$ cat src/sv/mnemonic_index_generator_macros.svh
// Assertion helpers for the mnemonic index generator.
`ifndef MNEMONIC_INDEX_GENERATOR_MACROS_SVH
`define MNEMONIC_INDEX_GENERATOR_MACROS_SVH

// Implication checked on every rising clock edge, disabled while in reset.
`define MIG_ASSERT_IMPL(label, clk, rstn, ante, cons) \
    label: assert property (@(posedge clk) disable iff (!rstn) (ante) |-> (cons)) \
        else $error("mnemonic_index_generator: check failed");

// Next-cycle implication.
`define MIG_ASSERT_NEXT(label, clk, rstn, ante, cons) \
    label: assert property (@(posedge clk) disable iff (!rstn) (ante) |=> (cons)) \
        else $error("mnemonic_index_generator: check failed");

`endif

$ cat src/sv/mig_pkg.sv
`timescale 1ns / 1ps
`default_nettype none
package mig_pkg;
    localparam int MaxEntropyBytesDef = 32;
    localparam int IndexBitsDef       = 11;
    localparam int CsBits             = 4;
    localparam logic [CsBits-1:0] CsMin   = 4'd4;
    localparam logic [CsBits-1:0] CsReset = 4'd8;

    localparam logic [31:0] KInit [8] = '{
        32'h6a09e667, 32'hbb67ae85, 32'h3c6ef372, 32'ha54ff53a,
        32'h510e527f, 32'h9b05688c, 32'h1f83d9ab, 32'h5be0cd19};

    function automatic logic [31:0] kround(input logic [5:0] t);
        logic [31:0] k [64];
        k = '{
        32'h428a2f98,32'h71374491,32'hb5c0fbcf,32'he9b5dba5,32'h3956c25b,32'h59f111f1,
        32'h923f82a4,32'hab1c5ed5,32'hd807aa98,32'h12835b01,32'h243185be,32'h550c7dc3,
        32'h72be5d74,32'h80deb1fe,32'h9bdc06a7,32'hc19bf174,32'he49b69c1,32'hefbe4786,
        32'h0fc19dc6,32'h240ca1cc,32'h2de92c6f,32'h4a7484aa,32'h5cb0a9dc,32'h76f988da,
        32'h983e5152,32'ha831c66d,32'hb00327c8,32'hbf597fc7,32'hc6e00bf3,32'hd5a79147,
        32'h06ca6351,32'h14292967,32'h27b70a85,32'h2e1b2138,32'h4d2c6dfc,32'h53380d13,
        32'h650a7354,32'h766a0abb,32'h81c2c92e,32'h92722c85,32'ha2bfe8a1,32'ha81a664b,
        32'hc24b8b70,32'hc76c51a3,32'hd192e819,32'hd6990624,32'hf40e3585,32'h106aa070,
        32'h19a4c116,32'h1e376c08,32'h2748774c,32'h34b0bcb5,32'h391c0cb3,32'h4ed8aa4a,
        32'h5b9cca4f,32'h682e6ff3,32'h748f82ee,32'h78a5636f,32'h84c87814,32'h8cc70208,
        32'h90befffa,32'ha4506ceb,32'hbef9a3f7,32'hc67178f2};
        return k[t];
    endfunction

    typedef enum logic [5:0] {
        ST_LOAD  = 6'b000001,
        ST_WFILL = 6'b000010,
        ST_ROUND = 6'b000100,
        ST_EMITR = 6'b001000,
        ST_EMIT  = 6'b010000,
        ST_DONE  = 6'b100000
    } state_t;

    // Control from the sequencer to the hash core.
    typedef struct packed {
        logic       start;    // load initial values
        logic       w_we;     // write schedule word from fill path
        logic [3:0] w_waddr;
        logic [31:0] w_wdata;
    } hash_ctl_t;

    typedef struct packed {
        logic       busy;
        logic       done;     // one-cycle pulse, dig0 valid
        logic [7:0] dig0;
    } hash_sts_t;
endpackage
`default_nettype wire

$ cat src/sv/mnemonic_index_generator.sv
`timescale 1ns / 1ps
`default_nettype none
// After the final entropy byte the block fills the message schedule, runs the
//   SHA-256 rounds, then assembles and emits the indices one by one.
// Entropy is taken one byte per cycle while loading, unless a result waits or cfg_valid
//   is high; a mnemonic has up to 24 words.
//   A waiting result stalls the input; each dropped byte yields one result.
// Reset (aresetn, synchronous, low): checksum_bits=8, nothing loaded, no mnemonic done.
module mnemonic_index_generator
    import mig_pkg::*;
#(
    parameter int MAX_ENTROPY_BYTES = MaxEntropyBytesDef,
    parameter int INDEX_BITS        = IndexBitsDef
)(
    input  wire logic                  aclk,
    input  wire logic                  aresetn,
    input  wire logic                  cfg_valid,
    output logic                       cfg_ready,
    input  wire logic [CsBits-1:0]     cfg_data,
    input  wire logic                  s_valid,
    output logic                       s_ready,
    input  wire logic [7:0]            s_entropy_byte,
    output logic                       m_valid,
    input  wire logic                  m_ready,
    output logic [INDEX_BITS-1:0]      m_word_index,
    output logic                       m_last_word,
    output logic                       m_overflow_flag
);
    `include "mnemonic_index_generator_macros.svh"

    localparam int AW = $clog2(MAX_ENTROPY_BYTES);
    localparam int CsMax = MAX_ENTROPY_BYTES / 4;

    // Entropy store: one write port, one registered read port.
    logic [7:0]    ent_mem [MAX_ENTROPY_BYTES];
    logic [7:0]    ent_rd_reg;
    logic [AW-1:0] ent_raddr;
    logic          ent_we;

    state_t          state_reg, state_next;
    logic [CsBits-1:0] checksum_bits_reg;
    logic [CsBits-1:0] cs;
    logic [AW:0]     bytes_loaded_reg, bytes_loaded_next;
    logic [AW:0]     nbytes;
    logic [4:0]      emit_count_reg, emit_count_next;
    logic [4:0]      ms;
    logic [4:0]      fill_reg, fill_next;    // schedule word being filled
    logic [1:0]      sub_reg, sub_next;      // byte within word / index read step
    logic [31:0]     wacc_reg, wacc_next;
    logic [7:0]      dig0_reg;
    logic [8:0]      bitpos_reg, bitpos_next; // first bit of current index
    logic [23:0]     win_reg, win_next;       // bit window for index assembly
    logic            m_valid_reg, m_valid_next;
    logic [INDEX_BITS-1:0] m_idx_reg, m_idx_next;
    logic            m_last_reg, m_last_next;
    logic            m_ovf_reg, m_ovf_next;
    hash_ctl_t       hctl;
    hash_sts_t       hsts;
    logic [5:0]      byte_sel;
    logic [5:0]      wbyte;

    always_comb begin
        cs = checksum_bits_reg;
        if (cs < CsMin) cs = CsMin;
        if (cs > CsBits'(CsMax)) cs = CsBits'(CsMax);
        nbytes = (AW+1)'({cs, 2'b00});
        ms = 5'(cs) * 5'd3;
    end

    assign cfg_ready = (state_reg == ST_LOAD) || (state_reg == ST_DONE);
    assign s_ready = ((state_reg == ST_LOAD) || (state_reg == ST_DONE)) && !m_valid_reg
                     && !cfg_valid;
    assign ent_we = s_valid && s_ready && (state_reg == ST_LOAD);

    always_ff @(posedge aclk) begin
        if (ent_we) begin
            ent_mem[bytes_loaded_reg[AW-1:0]] <= s_entropy_byte;
        end
        ent_rd_reg <= ent_mem[ent_raddr];
    end

    // Byte addressed by fill path or by index assembly.
    assign wbyte = {fill_reg[3:0], sub_reg};
    assign byte_sel = (state_reg == ST_WFILL) ? wbyte : 6'(bitpos_reg[8:3]) + 6'(sub_reg);
    assign ent_raddr = byte_sel[AW-1:0];

    // Byte read last cycle; past the entropy: padding marker, length, checksum digest byte.
    logic [5:0] prev_sel_reg;
    logic [7:0] prev_byte;
    always_ff @(posedge aclk) prev_sel_reg <= byte_sel;
    always_comb begin
        if (prev_sel_reg < 6'(nbytes)) prev_byte = ent_rd_reg;
        else if (state_reg != ST_WFILL) prev_byte = dig0_reg;
        else if (prev_sel_reg == 6'(nbytes)) prev_byte = 8'h80;
        else if (prev_sel_reg == 6'd62) prev_byte = 8'(16'({nbytes, 3'b000}) >> 8);
        else if (prev_sel_reg == 6'd63) prev_byte = 8'({nbytes, 3'b000});
        else prev_byte = 8'h00;
    end

    always_comb begin
        state_next = state_reg;
        bytes_loaded_next = bytes_loaded_reg;
        emit_count_next = emit_count_reg;
        fill_next = fill_reg;
        sub_next = sub_reg;
        wacc_next = wacc_reg;
        bitpos_next = bitpos_reg;
        win_next = win_reg;
        m_valid_next = m_valid_reg;
        m_idx_next = m_idx_reg;
        m_last_next = m_last_reg;
        m_ovf_next = m_ovf_reg;
        hctl = '0;
        if (m_valid_reg && m_ready) m_valid_next = 1'b0;
        unique case (state_reg)
            ST_LOAD: begin
                if (ent_we) begin
                    bytes_loaded_next = bytes_loaded_reg + 1'b1;
                    if (bytes_loaded_reg + 1'b1 >= nbytes) begin
                        state_next = ST_WFILL;
                        fill_next = '0;
                        sub_next = '0;
                    end
                end
            end
            ST_WFILL: begin
                // Read address issued this cycle; data used next cycle.
                if (fill_reg != 5'd0 || sub_reg != 2'd0) begin
                    wacc_next = {wacc_reg[23:0], prev_byte};
                end
                if (sub_reg == 2'd0 && fill_reg != 5'd0) begin
                    hctl.w_we = 1'b1;
                    hctl.w_waddr = 4'(fill_reg - 5'd1);
                    hctl.w_wdata = {wacc_reg[23:0], prev_byte};
                end
                sub_next = sub_reg + 2'd1;
                if (sub_reg == 2'd3) fill_next = fill_reg + 5'd1;
                if (fill_reg == 5'd16) begin
                    hctl.start = 1'b1;
                    state_next = ST_ROUND;
                    sub_next = '0;
                end
            end
            ST_ROUND: begin
                if (hsts.done) begin
                    state_next = ST_EMITR;
                    bitpos_next = '0;
                    emit_count_next = '0;
                    sub_next = '0;
                end
            end
            ST_EMITR: begin
                // Three reads cover the 11-bit window from bitpos.
                if (sub_reg != 2'd0) win_next = {win_reg[15:0], prev_byte};
                sub_next = sub_reg + 2'd1;
                if (sub_reg == 2'd3) begin
                    state_next = ST_EMIT;
                    sub_next = '0;
                end
            end
            ST_EMIT: begin
                if (!m_valid_reg || m_ready) begin
                    m_valid_next = 1'b1;
                    m_idx_next = INDEX_BITS'(win_reg >> (5'd13 - 5'(bitpos_reg[2:0])));
                    m_last_next = (emit_count_reg + 5'd1 == ms);
                    m_ovf_next = 1'b0;
                    emit_count_next = emit_count_reg + 5'd1;
                    bitpos_next = bitpos_reg + 9'(INDEX_BITS);
                    if (emit_count_reg + 5'd1 == ms) begin
                        state_next = ST_DONE;
                        bytes_loaded_next = '0;
                    end else begin
                        state_next = ST_EMITR;
                    end
                end
            end
            ST_DONE: begin
                if (s_valid && s_ready) begin
                    m_valid_next = 1'b1;
                    m_idx_next = '0;
                    m_last_next = 1'b0;
                    m_ovf_next = 1'b1;
                end
            end
            default: state_next = ST_LOAD;
        endcase
        if (cfg_valid && cfg_ready) begin
            state_next = ST_LOAD;
            bytes_loaded_next = '0;
        end
    end

    always_ff @(posedge aclk) begin
        if (!aresetn) begin
            state_reg <= ST_LOAD;
            checksum_bits_reg <= CsReset;
            bytes_loaded_reg <= '0;
            emit_count_reg <= '0;
            fill_reg <= '0;
            sub_reg <= '0;
            m_valid_reg <= 1'b0;
        end else begin
            state_reg <= state_next;
            if (cfg_valid && cfg_ready) checksum_bits_reg <= cfg_data;
            bytes_loaded_reg <= bytes_loaded_next;
            emit_count_reg <= emit_count_next;
            fill_reg <= fill_next;
            sub_reg <= sub_next;
            m_valid_reg <= m_valid_next;
        end
        wacc_reg <= wacc_next;
        bitpos_reg <= bitpos_next;
        win_reg <= win_next;
        m_idx_reg <= m_idx_next;
        m_last_reg <= m_last_next;
        m_ovf_reg <= m_ovf_next;
        if (hsts.done) dig0_reg <= hsts.dig0;
    end

    mig_hash u_hash (
        .aclk    (aclk),
        .aresetn (aresetn),
        .ctl     (hctl),
        .sts     (hsts)
    );

    assign m_valid = m_valid_reg;
    assign m_word_index = m_idx_reg;
    assign m_last_word = m_last_reg;
    assign m_overflow_flag = m_ovf_reg;

    `MIG_ASSERT_IMPL(a_no_last_ovf, aclk, aresetn, m_valid, !(m_last_word && m_overflow_flag))
    `MIG_ASSERT_IMPL(a_ovf_zero, aclk, aresetn, m_valid && m_overflow_flag, m_word_index == '0)
    `MIG_ASSERT_NEXT(a_last_done, aclk, aresetn,
        m_valid && m_last_word && m_ready && !cfg_valid, state_reg == ST_DONE)
    `MIG_ASSERT_IMPL(a_no_take_busy, aclk, aresetn, state_reg == ST_ROUND, !s_ready)
endmodule
`default_nettype wire

$ cat src/sv/mig_hash.sv
`timescale 1ns / 1ps
`default_nettype none
// SHA-256 compression of one block; schedule words live in a 16 x 32 memory.
// Rounds 0-15 read W[t], then compute.
// Rounds 16-63 read W[t-15], W[t-2], W[t-16], W[t-7], form and store W[t],
// then compute.
module mig_hash
    import mig_pkg::*;
(
    input  wire logic      aclk,
    input  wire logic      aresetn,
    input  wire hash_ctl_t ctl,
    output hash_sts_t      sts
);
    logic [31:0] wmem [16];
    logic [31:0] rdata_reg;
    logic [3:0]  raddr;
    logic        we;
    logic [3:0]  waddr;
    logic [31:0] wdata;

    logic [31:0] a_reg, b_reg, c_reg, d_reg, e_reg, f_reg, g_reg, h_reg;
    logic [31:0] a_next, b_next, c_next, d_next, e_next, f_next, g_next, h_next;
    logic [6:0]  round_count_reg, round_count_next;
    logic [2:0]  phase_reg, phase_next;
    logic        busy_reg, busy_next;
    logic        done_reg, done_next;
    logic [31:0] w15_reg, w15_next, w2_reg, w2_next, w16_reg, w16_next, wt_reg, wt_next;
    logic [31:0] wsched, wt, s0w, s1w, s0, s1, ch, maj, t1, t2, h0;
    logic [5:0]  t;
    logic        rnd_go;

    assign t = round_count_reg[5:0];
    // Round fires once its schedule word is ready: in phase 1 for t<16, in phase 5 after.
    assign rnd_go = busy_reg && ((t < 6'd16) ? (phase_reg == 3'd1) : (phase_reg == 3'd5));

    always_ff @(posedge aclk) begin
        if (we) begin
            wmem[waddr] <= wdata;
        end
        rdata_reg <= wmem[raddr];
    end

    // phase 0: W[t-15] (or W[t] for t<16); 1: W[t-2]; 2: W[t-16]; later: W[t-7]
    always_comb begin
        unique case (phase_reg)
            3'd0:    raddr = (t < 6'd16) ? t[3:0] : t[3:0] - 4'd15;
            3'd1:    raddr = t[3:0] - 4'd2;
            3'd2:    raddr = t[3:0];
            default: raddr = t[3:0] - 4'd7;
        endcase
    end

    always_comb begin
        s0w = {w15_reg[6:0], w15_reg[31:7]} ^ {w15_reg[17:0], w15_reg[31:18]}
            ^ (w15_reg >> 3);
        s1w = {w2_reg[16:0], w2_reg[31:17]} ^ {w2_reg[18:0], w2_reg[31:19]}
            ^ (w2_reg >> 10);
        wsched = w16_reg + s0w + rdata_reg + s1w;
        wt  = (t < 6'd16) ? rdata_reg : wt_reg;
        s1  = {e_reg[5:0], e_reg[31:6]} ^ {e_reg[10:0], e_reg[31:11]}
            ^ {e_reg[24:0], e_reg[31:25]};
        ch  = (e_reg & f_reg) ^ (~e_reg & g_reg);
        t1  = h_reg + s1 + ch + kround(t) + wt;
        s0  = {a_reg[1:0], a_reg[31:2]} ^ {a_reg[12:0], a_reg[31:13]}
            ^ {a_reg[21:0], a_reg[31:22]};
        maj = (a_reg & b_reg) ^ (a_reg & c_reg) ^ (b_reg & c_reg);
        t2  = s0 + maj;
        h0  = a_reg + KInit[0];
    end

    always_comb begin
        {a_next, b_next, c_next, d_next} = {a_reg, b_reg, c_reg, d_reg};
        {e_next, f_next, g_next, h_next} = {e_reg, f_reg, g_reg, h_reg};
        round_count_next = round_count_reg;
        phase_next = phase_reg;
        busy_next = busy_reg;
        done_next = 1'b0;
        w15_next = w15_reg;
        w2_next = w2_reg;
        w16_next = w16_reg;
        wt_next = wt_reg;
        we = ctl.w_we;
        waddr = ctl.w_waddr;
        wdata = ctl.w_wdata;
        if (ctl.start) begin
            {a_next, b_next, c_next, d_next} = {KInit[0], KInit[1], KInit[2], KInit[3]};
            {e_next, f_next, g_next, h_next} = {KInit[4], KInit[5], KInit[6], KInit[7]};
            round_count_next = '0;
            phase_next = 3'd0;
            busy_next = 1'b1;
        end else if (rnd_go) begin
            h_next = g_reg; g_next = f_reg; f_next = e_reg; e_next = d_reg + t1;
            d_next = c_reg; c_next = b_reg; b_next = a_reg; a_next = t1 + t2;
            round_count_next = round_count_reg + 7'd1;
            phase_next = 3'd0;
            if (t == 6'd63) begin
                busy_next = 1'b0;
                done_next = 1'b1;
            end
        end else if (busy_reg) begin
            phase_next = phase_reg + 3'd1;
            unique case (phase_reg)
                3'd1: w15_next = rdata_reg;
                3'd2: w2_next = rdata_reg;
                3'd3: w16_next = rdata_reg;
                3'd4: begin
                    // W[t-7] arrives: form W[t] and store it in place of W[t-16]
                    wt_next = wsched;
                    we = 1'b1;
                    waddr = t[3:0];
                    wdata = wsched;
                end
                default: ;
            endcase
        end
    end

    always_ff @(posedge aclk) begin
        if (!aresetn) begin
            busy_reg <= 1'b0;
            done_reg <= 1'b0;
            round_count_reg <= '0;
            phase_reg <= '0;
        end else begin
            busy_reg <= busy_next;
            done_reg <= done_next;
            round_count_reg <= round_count_next;
            phase_reg <= phase_next;
        end
        {a_reg, b_reg, c_reg, d_reg} <= {a_next, b_next, c_next, d_next};
        {e_reg, f_reg, g_reg, h_reg} <= {e_next, f_next, g_next, h_next};
        w15_reg <= w15_next;
        w2_reg <= w2_next;
        w16_reg <= w16_next;
        wt_reg <= wt_next;
    end

    always_comb begin
        sts.busy = busy_reg;
        sts.done = done_reg;
        sts.dig0 = h0[31:24];
    end
endmodule
`default_nettype wire
$ cat config.mk
export PLATFORM = sky130hd
export DESIGN_NAME = mnemonic_index_generator
export DESIGN_NICKNAME = d
export VERILOG_FILES = /design/src/sv/mig_pkg.sv /design/src/sv/mnemonic_index_generator.sv /design/src/sv/mig_hash.sv
export VERILOG_INCLUDE_DIRS = /design/src /design/src/sv
export SDC_FILE = /design/constraint.sdc
export NUM_CORES = 2
export LEC_CHECK = 0
export BUFFER_PORTS_ARGS = -buffer_cell sky130_fd_sc_hd__buf_2
export CAP_MARGIN = 20
export CORE_ASPECT_RATIO = 1.2
export CORE_UTILIZATION = 50
export DETAILED_ROUTE_END_ITERATION = 8
export PLACE_DENSITY_LB_ADDON = 0.05
export SLEW_MARGIN = 10
export SYNTH_ARGS = -nofsm -noshare
export SYNTH_HDL_FRONTEND = slang
export SYNTH_SLANG_ARGS = --single-unit
$ cat constraint.sdc
create_clock -name aclk -period 11.85 [get_ports aclk]
set_input_delay 1.7775 -clock aclk [delete_from_list [all_inputs] [get_ports aclk]]
set_output_delay 1.7775 -clock aclk [all_outputs]
set_load 0.03 [all_outputs]
=== Word-level counts from Yosys, hierarchy flattened ===
Memory sizes are Yosys's and may differ from the RTL's. A register that Yosys moved wholly into a read port is not among the register bits.
Cells that the tools add are included.

* Bits in read-only memories: 2048
* Logic and storage cells: 235
* Output and inout bits: 16
* Register bits: 509
* Memories kept: 3
* Bits in writable memories: 768

{| class="wikitable"
|+ Memory list
! memory !! words !! bits a word !! rd ports !! clocked after memory_dff !! wr ports !! RTL line !! RTL
|-
| (no name shown) || 64 || 32 || 1 || 0 || 0 || mig_pkg.sv:28 || <nowiki>return k[t];</nowiki>
|-
| u_hash.wmem || 16 || 32 || 1 || 1 || 1 || mig_hash.sv:15 || <nowiki>logic [31:0] wmem [16];</nowiki>
|-
| ent_mem || 32 || 8 || 1 || 1 || 1 || mnemonic_index_generator.sv:35 || <nowiki>logic [7:0] ent_mem [MAX_ENTROPY_BYTES];</nowiki>
|}

* Multiplexer cells: 78
* Bitwise operators: 22
* Multiply operators: 1
* Add/sub/neg operators: 24
* Shift-type cells: 1
* Magnitude comparators: 6
* Equality and inequality tests: 28
* Reduce and logical (&&, ||, !) cells: 41

{| class="wikitable"
|+ Operators by type and width
! cell !! count
|-
| adder 32 bit || 10
|-
| XOR 32 bit || 9
|-
| 2-to-1 mux 32 bit || 7
|-
| AND 32 bit || 5
|-
| 2-to-1 mux 6 bit || 11
|-
| 2-to-1 mux 8 bit || 5
|-
| 2-to-1 mux 38 bit || 1
|-
| 2-to-1 mux 37 bit || 1
|-
| case mux 6 bit (6 select lines) || 1
|-
| adder 32 x 31 -> 32 bit, second input constant || 1
|-
| inverter 32 bit || 1
|-
| XOR 32 x 22 -> 32 bit || 1
|-
| XOR 32 x 29 -> 32 bit || 1
|-
| 2-to-1 mux 4 bit || 7
|-
| AND reduction 4 bit || 7
|-
| 2-to-1 mux 5 bit || 5
|-
| == test 6 bit, second input constant || 4
|-
| right shift 24 x 5 -> 11 bit || 1
|-
| 2-to-1 mux 11 bit || 2
|-
| case mux 11 bit (2 select lines) || 1
|-
| 2-to-1 mux 1 bit || 21
|-
| case mux 5 bit (2 select lines) || 2
|-
| 2-to-1 mux 9 bit || 2
|-
| case mux 9 bit (2 select lines) || 1
|-
| other kinds (54) || 94
|}

=== Logic depth before layout (Yosys ltp) ===
* Depth in word-level cells: 17
* Mapped depth: 42
* Gate-level depth less buffers: 40

=== Cells and area by module ===
From an unflattened synthesis, not the netlist that was laid out.

* Cell total of the unflattened synthesis: 6382
* Area, all modules: 68722.2 sq um

{| class="wikitable"
|+ Modules (own cells, without submodules)
! module !! cells each !! sequential area each (sq um) !! area each (sq um) !! times used
|-
| mig_hash || 5021 || 25204.2 || 51541.9 || 1
|-
| mnemonic_index_generator || 1361 || 10890.4 || 17180.2 || 1
|}

=== Worst setup path after synthesis ===
OpenSTA, ideal clock, no wires.

* Path type: register to register
* Start: register u_hash.round_count_reg[1]
* End: register u_hash.a_reg[30]
* Stages on the path, launching flop included: 36
* Path slack: 3.285 ns
* Arrival time: 8.491 ns
* Cells stage by stage: dfxtp_1 clkbuf_1 inv_1 ha_1 clkbuf_1 nor2_1 o311ai_0 o21ai_0 o21ai_0 fa_1 fa_1 fa_1 inv_1 ha_1 fa_1 a211o_1 o211ai_1 and3_1 a21oi_1 a21oi_1 nor2b_1 a31o_2 a21o_1 a21o_1 xnor2_1 fa_1 inv_1 ha_1 a21o_1 a21o_1 a21oi_1 nand2_1 a221oi_2 o21ai_0 or4_1 a31oi_1

* Longest elaborated chain between the ends: 7

{| class="wikitable"
|+ Ends and longest elaborated chain
! element !! RTL line !! RTL
|-
| from (decl) || mig_hash.sv:24 || <nowiki>logic [6:0] round_count_reg, round_count_next;</nowiki>
|-
| from (signal assigned) || mig_hash.sv:128 || <nowiki>round_count_reg <= round_count_next;</nowiki>
|-
| inverter 6 -> 7 bit (implied by the code) || mig_pkg.sv:28 ||
|-
| memory (64 x 32 bit) || -- ||
|-
| 2-to-1 mux 32 bit (implied by the code) (2 in series) || mig_pkg.sv:28 ||
|-
| adder 32 bit (2 in series) || mig_hash.sv:64 || <nowiki>t1 = h_reg + s1 + ch + kround(t) + wt;</nowiki>
|-
| adder 32 bit || mig_hash.sv:94 || <nowiki>d_next = c_reg; c_next = b_reg; b_next = a_reg; a_next = t1 + t2;</nowiki>
|-
| to (signal assigned) || mig_hash.sv:131 || <nowiki>{a_reg, b_reg, c_reg, d_reg} <= {a_next, b_next, c_next, d_next};</nowiki>
|-
| to (decl) || mig_hash.sv:22 || <nowiki>logic [31:0] a_reg, b_reg, c_reg, d_reg, e_reg, f_reg, g_reg, h_reg;</nowiki>
|}

Parallel ways exist; a longest one is shown, timed or not. The select of a mux whose other input is x is not followed.
A chain may end at the register's enable or synchronous reset.

=== Final worst setup path ===
* Start: register u_hash.round_count_reg[2]
* End: register u_hash.e_reg[30]

* Longest elaborated chain between the ends: 7

{| class="wikitable"
|+ Ends and longest elaborated chain
! element !! RTL line !! RTL
|-
| inverter 6 -> 7 bit (implied by the code) || mig_pkg.sv:28 ||
|-
| memory (64 x 32 bit) || -- ||
|-
| 2-to-1 mux 32 bit (implied by the code) (2 in series) || mig_pkg.sv:28 ||
|-
| adder 32 bit (2 in series) || mig_hash.sv:64 ||
|-
| adder 32 bit || mig_hash.sv:93 || <nowiki>h_next = g_reg; g_next = f_reg; f_next = e_reg; e_next = d_reg + t1;</nowiki>
|-
| to (signal assigned) || mig_hash.sv:132 || <nowiki>{e_reg, f_reg, g_reg, h_reg} <= {e_next, f_next, g_next, h_next};</nowiki>
|-
| to (decl) || mig_hash.sv:22 ||
|}

Parallel ways exist; a longest one is shown, timed or not. The select of a mux whose other input is x is not followed.

==> results.json <==
{
  "status": "finished clean",
  "grtUsageMet2": 0.496,
  "ys_top_cells_by_area": "edfxtp_1 (43%), dfxtp_1 (10%), nand2_1 (7.1%)",
  "cpPeakStageDelay_ps": 860,
  "cp.required_ps": 12580,
  "grt_usage": 0.291,
  "drt_iter0_drc": 3972,
  "cp_max_fo": 59,
  "antenna_found_initial": 3,
  "whs_ps": 446,
  "period_share": 0.833,
  "finalNetCount": 6687,
  "drc": 0,
  "largest_register_ffs": 512,
  "worst_setup_path_end_kind": "flop",
  "diodes": 0,
  "final-setup-viol-count": 0,
  "synth-main-ff-cell": "edfxtp_1",
  "yosysWarnings": 0,
  "clk_pin_slew_worst_paths_ps": 70,
  "cpMostUsedCell": "fa_1",
  "hold_viol_final": 0,
  "cts_sinks": 1316,
  "grt_pass1_vias": 46872,
  "synthesis.nets": 6856,
  "rows": 148,
  "clkLatencyLatePin_ps": 800,
  "synthMuxAreaShare": 0.0161,
  "cts_resized": 0,
  "drv_cap": 0,
  "async_flop_share": 0,
  "holdBufCountCts": 0,
  "start_kind": "flop",
  "place_hpwl_um": 131000,
  "synth_top_family_by_area": "simple AND/OR/NAND/NOR gates",
  "grt_max_degree": 163,
  "use_met1": 0.369,
  "pwr-share-clk": 0.360,
  "top_usage_layer": "met2",
  "clock_path_buffers": 3,
  "wl_per_cell_um": 24.5,
  "via_per_inst": 5.86,
  "finalWirelength_um": 201000,
  "slew_headroom": 0.222,
  "ir_drop_mv": 0.153,
  "max_freq_mhz": 101,
  "dieWidth_um": 339,
  "crit_start": "u_hash.round_count_reg[2]$_SDFFE_PP0P_",
  "largest_register": "u_hash.wmem",
  "synth-adder-area-share": 0.0884,
  "start_util": 0.504,
  "fin_util": 0.549,
  "io_pins": 33,
  "cts_buffers": 139,
  "swShare": 0.303,
  "grt_pass1_wl_um": 300000,
  "die_h_um": 406,
  "slew_violations": 0,
  "seq_area_frac_synth": 0.529,
  "die_area_um2": 138000,
  "ant_nets": 0,
  "synth-compound-area-share": 0.134,
  "htreeDepth": 4,
  "yosys.area_share.xor_xnor": 0.0502,
  "post_cts_buffers": 0,
  "synth_area_per_cell_um2": 10.5,
  "worst_pin_slew_ps": 1160,
  "layout.cell_area.non_filler_um2": 74400,
  "p_comb_frac": 0.232,
  "grt-ovfl-total": 0,
  "reg2reg_from": "u_hash.round_count_reg[2]$_SDFFE_PP0P_",
  "period_needed_ps": 9870,
  "internal-power_mw": 8.47,
  "p_leak_nw": 27.3,
  "clockRootBuffer": "clkbuf_16",
  "grt_use_met3": 0.0410,
  "finalPower_mw": 12.2,
  "cts_tree": "built",
  "placed_area_um2": 69900,
  "syn2layout_area_growth_pct": 9.10,
  "final_layout_size_suffix_gt1_frac": 0.0648,
  "gp_congestion": 0.969,
  "seq_power_share": 0.409,
  "hp-class": "flop to flop",
  "core_area_um2": 135000,
  "synth-seq-cells": 1316,
  "powerDensity_nw_per_um2": 163,
  "setup_tns_ps": 0,
  "synthSimpleGateAreaFrac": 0.139,
  "grt_setup_unrepaired": "no",
  "hp-start": "wacc_reg[12]$_DFFE_PP_",
  "yosys.area.top_type": "edfxtp_1",
  "worstPathArrival_ps": 10600,
  "synth_top_area_share": 0.429,
  "synth_edf_count": 974,
  "netlist_instances": 6473,
  "fin_skew_ps": 35.7,
  "netSwitchingPower_mw": 3.69,
  "via_count": 48175,
  "slowest_stage": "clkinv_1",
  "detail_route.first_pass.iterations": 6,
  "crit_type": "flop to flop",
  "port_buffers": 32,
  "synth_cell_types": 90,
  "netlist_area_um2": 68200
}
cell families after synthesis:
group,after synthesis
AO/OA/AOI/OAI,1396
multiplexers,89
adder cells (fa/ha/maj),369
XOR/XNOR,391
AND/OR/NAND/NOR,2168
flip-flops,1316
buffers and inverters,744
through the flow:
stage               setup slack (ps)  instances
finish                          1980       8219
global route                    1360       8219
CTS                             2110       8219
detailed placement              2110       7963
global placement                2170       7963
floorplan                       3290       6473
routing by layer:
| metal | part of all wire | vias up | wire (um) |
|---|---|---|---|
| li1 | - | 22529 | - |
| met1 | 0.41 | 23883 | 82700 |
| met2 | 0.49 | 1363 | 99300 |
| met3 | 0.051 | 396 | 10200 |
| met4 | 0.046 | 4 | 9300 |
| met5 | 0.00013 | - | 27 |
power by group through the flow:
stage | Clock, mW | Sequential [mW] | Combinational [mW]
after floorplan | 0 | 5.02 | 2.11
after global placement | 0 | 5.07 | 2.81
after detailed placement | 0 | 5.07 | 2.82
after CTS | 4.46 | 4.97 | 2.85
after global routing | 4.62 | 4.97 | 3.16
final | 4.37 | 4.97 | 2.82
synth_stat cells, drive strengths merged, types with 11 or more instances:
cell / n
or3: 21
dfxtp: 342
o211ai: 50
and2: 140
xor2: 110
nand4: 19
nor2: 238
o21ai: 196
a311oi: 105
a21o: 100
mux2i: 59
nand2: 1297
nand2b: 28
or2: 13
ha: 177
o21bai: 20
and3: 98
o221ai: 13
a221oi: 11
o22ai: 12
fa: 189
nor3: 53
inv: 310
o311ai: 14
clkbuf: 341
mux2: 16
o31ai: 17
a211oi: 231
a31oi: 119
xnor2: 281
buf: 88
nand3: 189
edfxtp: 974
mux4: 14
nor2b: 40
a21oi: 414
o21a: 23
area by class of cell:
| class | instances | area [um2] |
|---|---|---|
| clock buffer | 201 | 3800 |
| clock inverter | 55 | 717 |
| timing repair buffer | 119 | 876 |
| inverter | 315 | 1180 |
| tap | 1800 | 2250 |
| sequential | 1316 | 36100 |
| fill | 11924 | 61000 |
| multi-input combinational | 4413 | 29400 |
placed cells by master, fill, tap and decap left out, types with 23 or more instances in the layout:
cell type  netlist  layout
nand2_1       1297    1296
edfxtp_1       974     974
a21oi_1        412     411
dfxtp_1        342     338
inv_1          306     306
xnor2_1        281     281
a211oi_1       231     231
nor2_1         237     218
o21ai_0        193     192
nand3_1        189     189
fa_1           189     189
ha_1           177     177
clkbuf_16        0     139
and2_1         120     120
a31oi_1        118     118
xor2_1         110     110
a311oi_1       105     105
a21o_1         100     100
and3_1          98      98
buf_4            5      82
mux2i_1         58      55
clkbuf_1       341      53
nor3_1          52      51
o211ai_1        50      50
nor2b_1         40      40
buf_2           36      32
nand2b_1        28      28
o21a_1          23      23
path summary, 6_finish.rpt:
path	endpoint	slack, ps	cells after the start
worst min register to register	wacc_reg[20]$_DFFE_PP_	450	0
worst max-delay path	u_hash.e_reg[30]$_SDFFE_PP1P_	1980	33
worst min-delay path	wacc_reg[20]$_DFFE_PP_	450	0
worst max register to register	u_hash.e_reg[30]$_SDFFE_PP1P_	1980	33
critical path, delay by kind of cell, from the launching register on:
family / cells / cell delay, ps
and+or+nand+nor: 7 / 1280
xor gates and xnor gates: 1 / 150
adders and majority gates: 7 / 3100
DFF: 1 / 750
AOI/OAI and AO/OA: 15 / 3480
buffers and inverters: 3 / 1000
(Power assumes the default switching activity.)
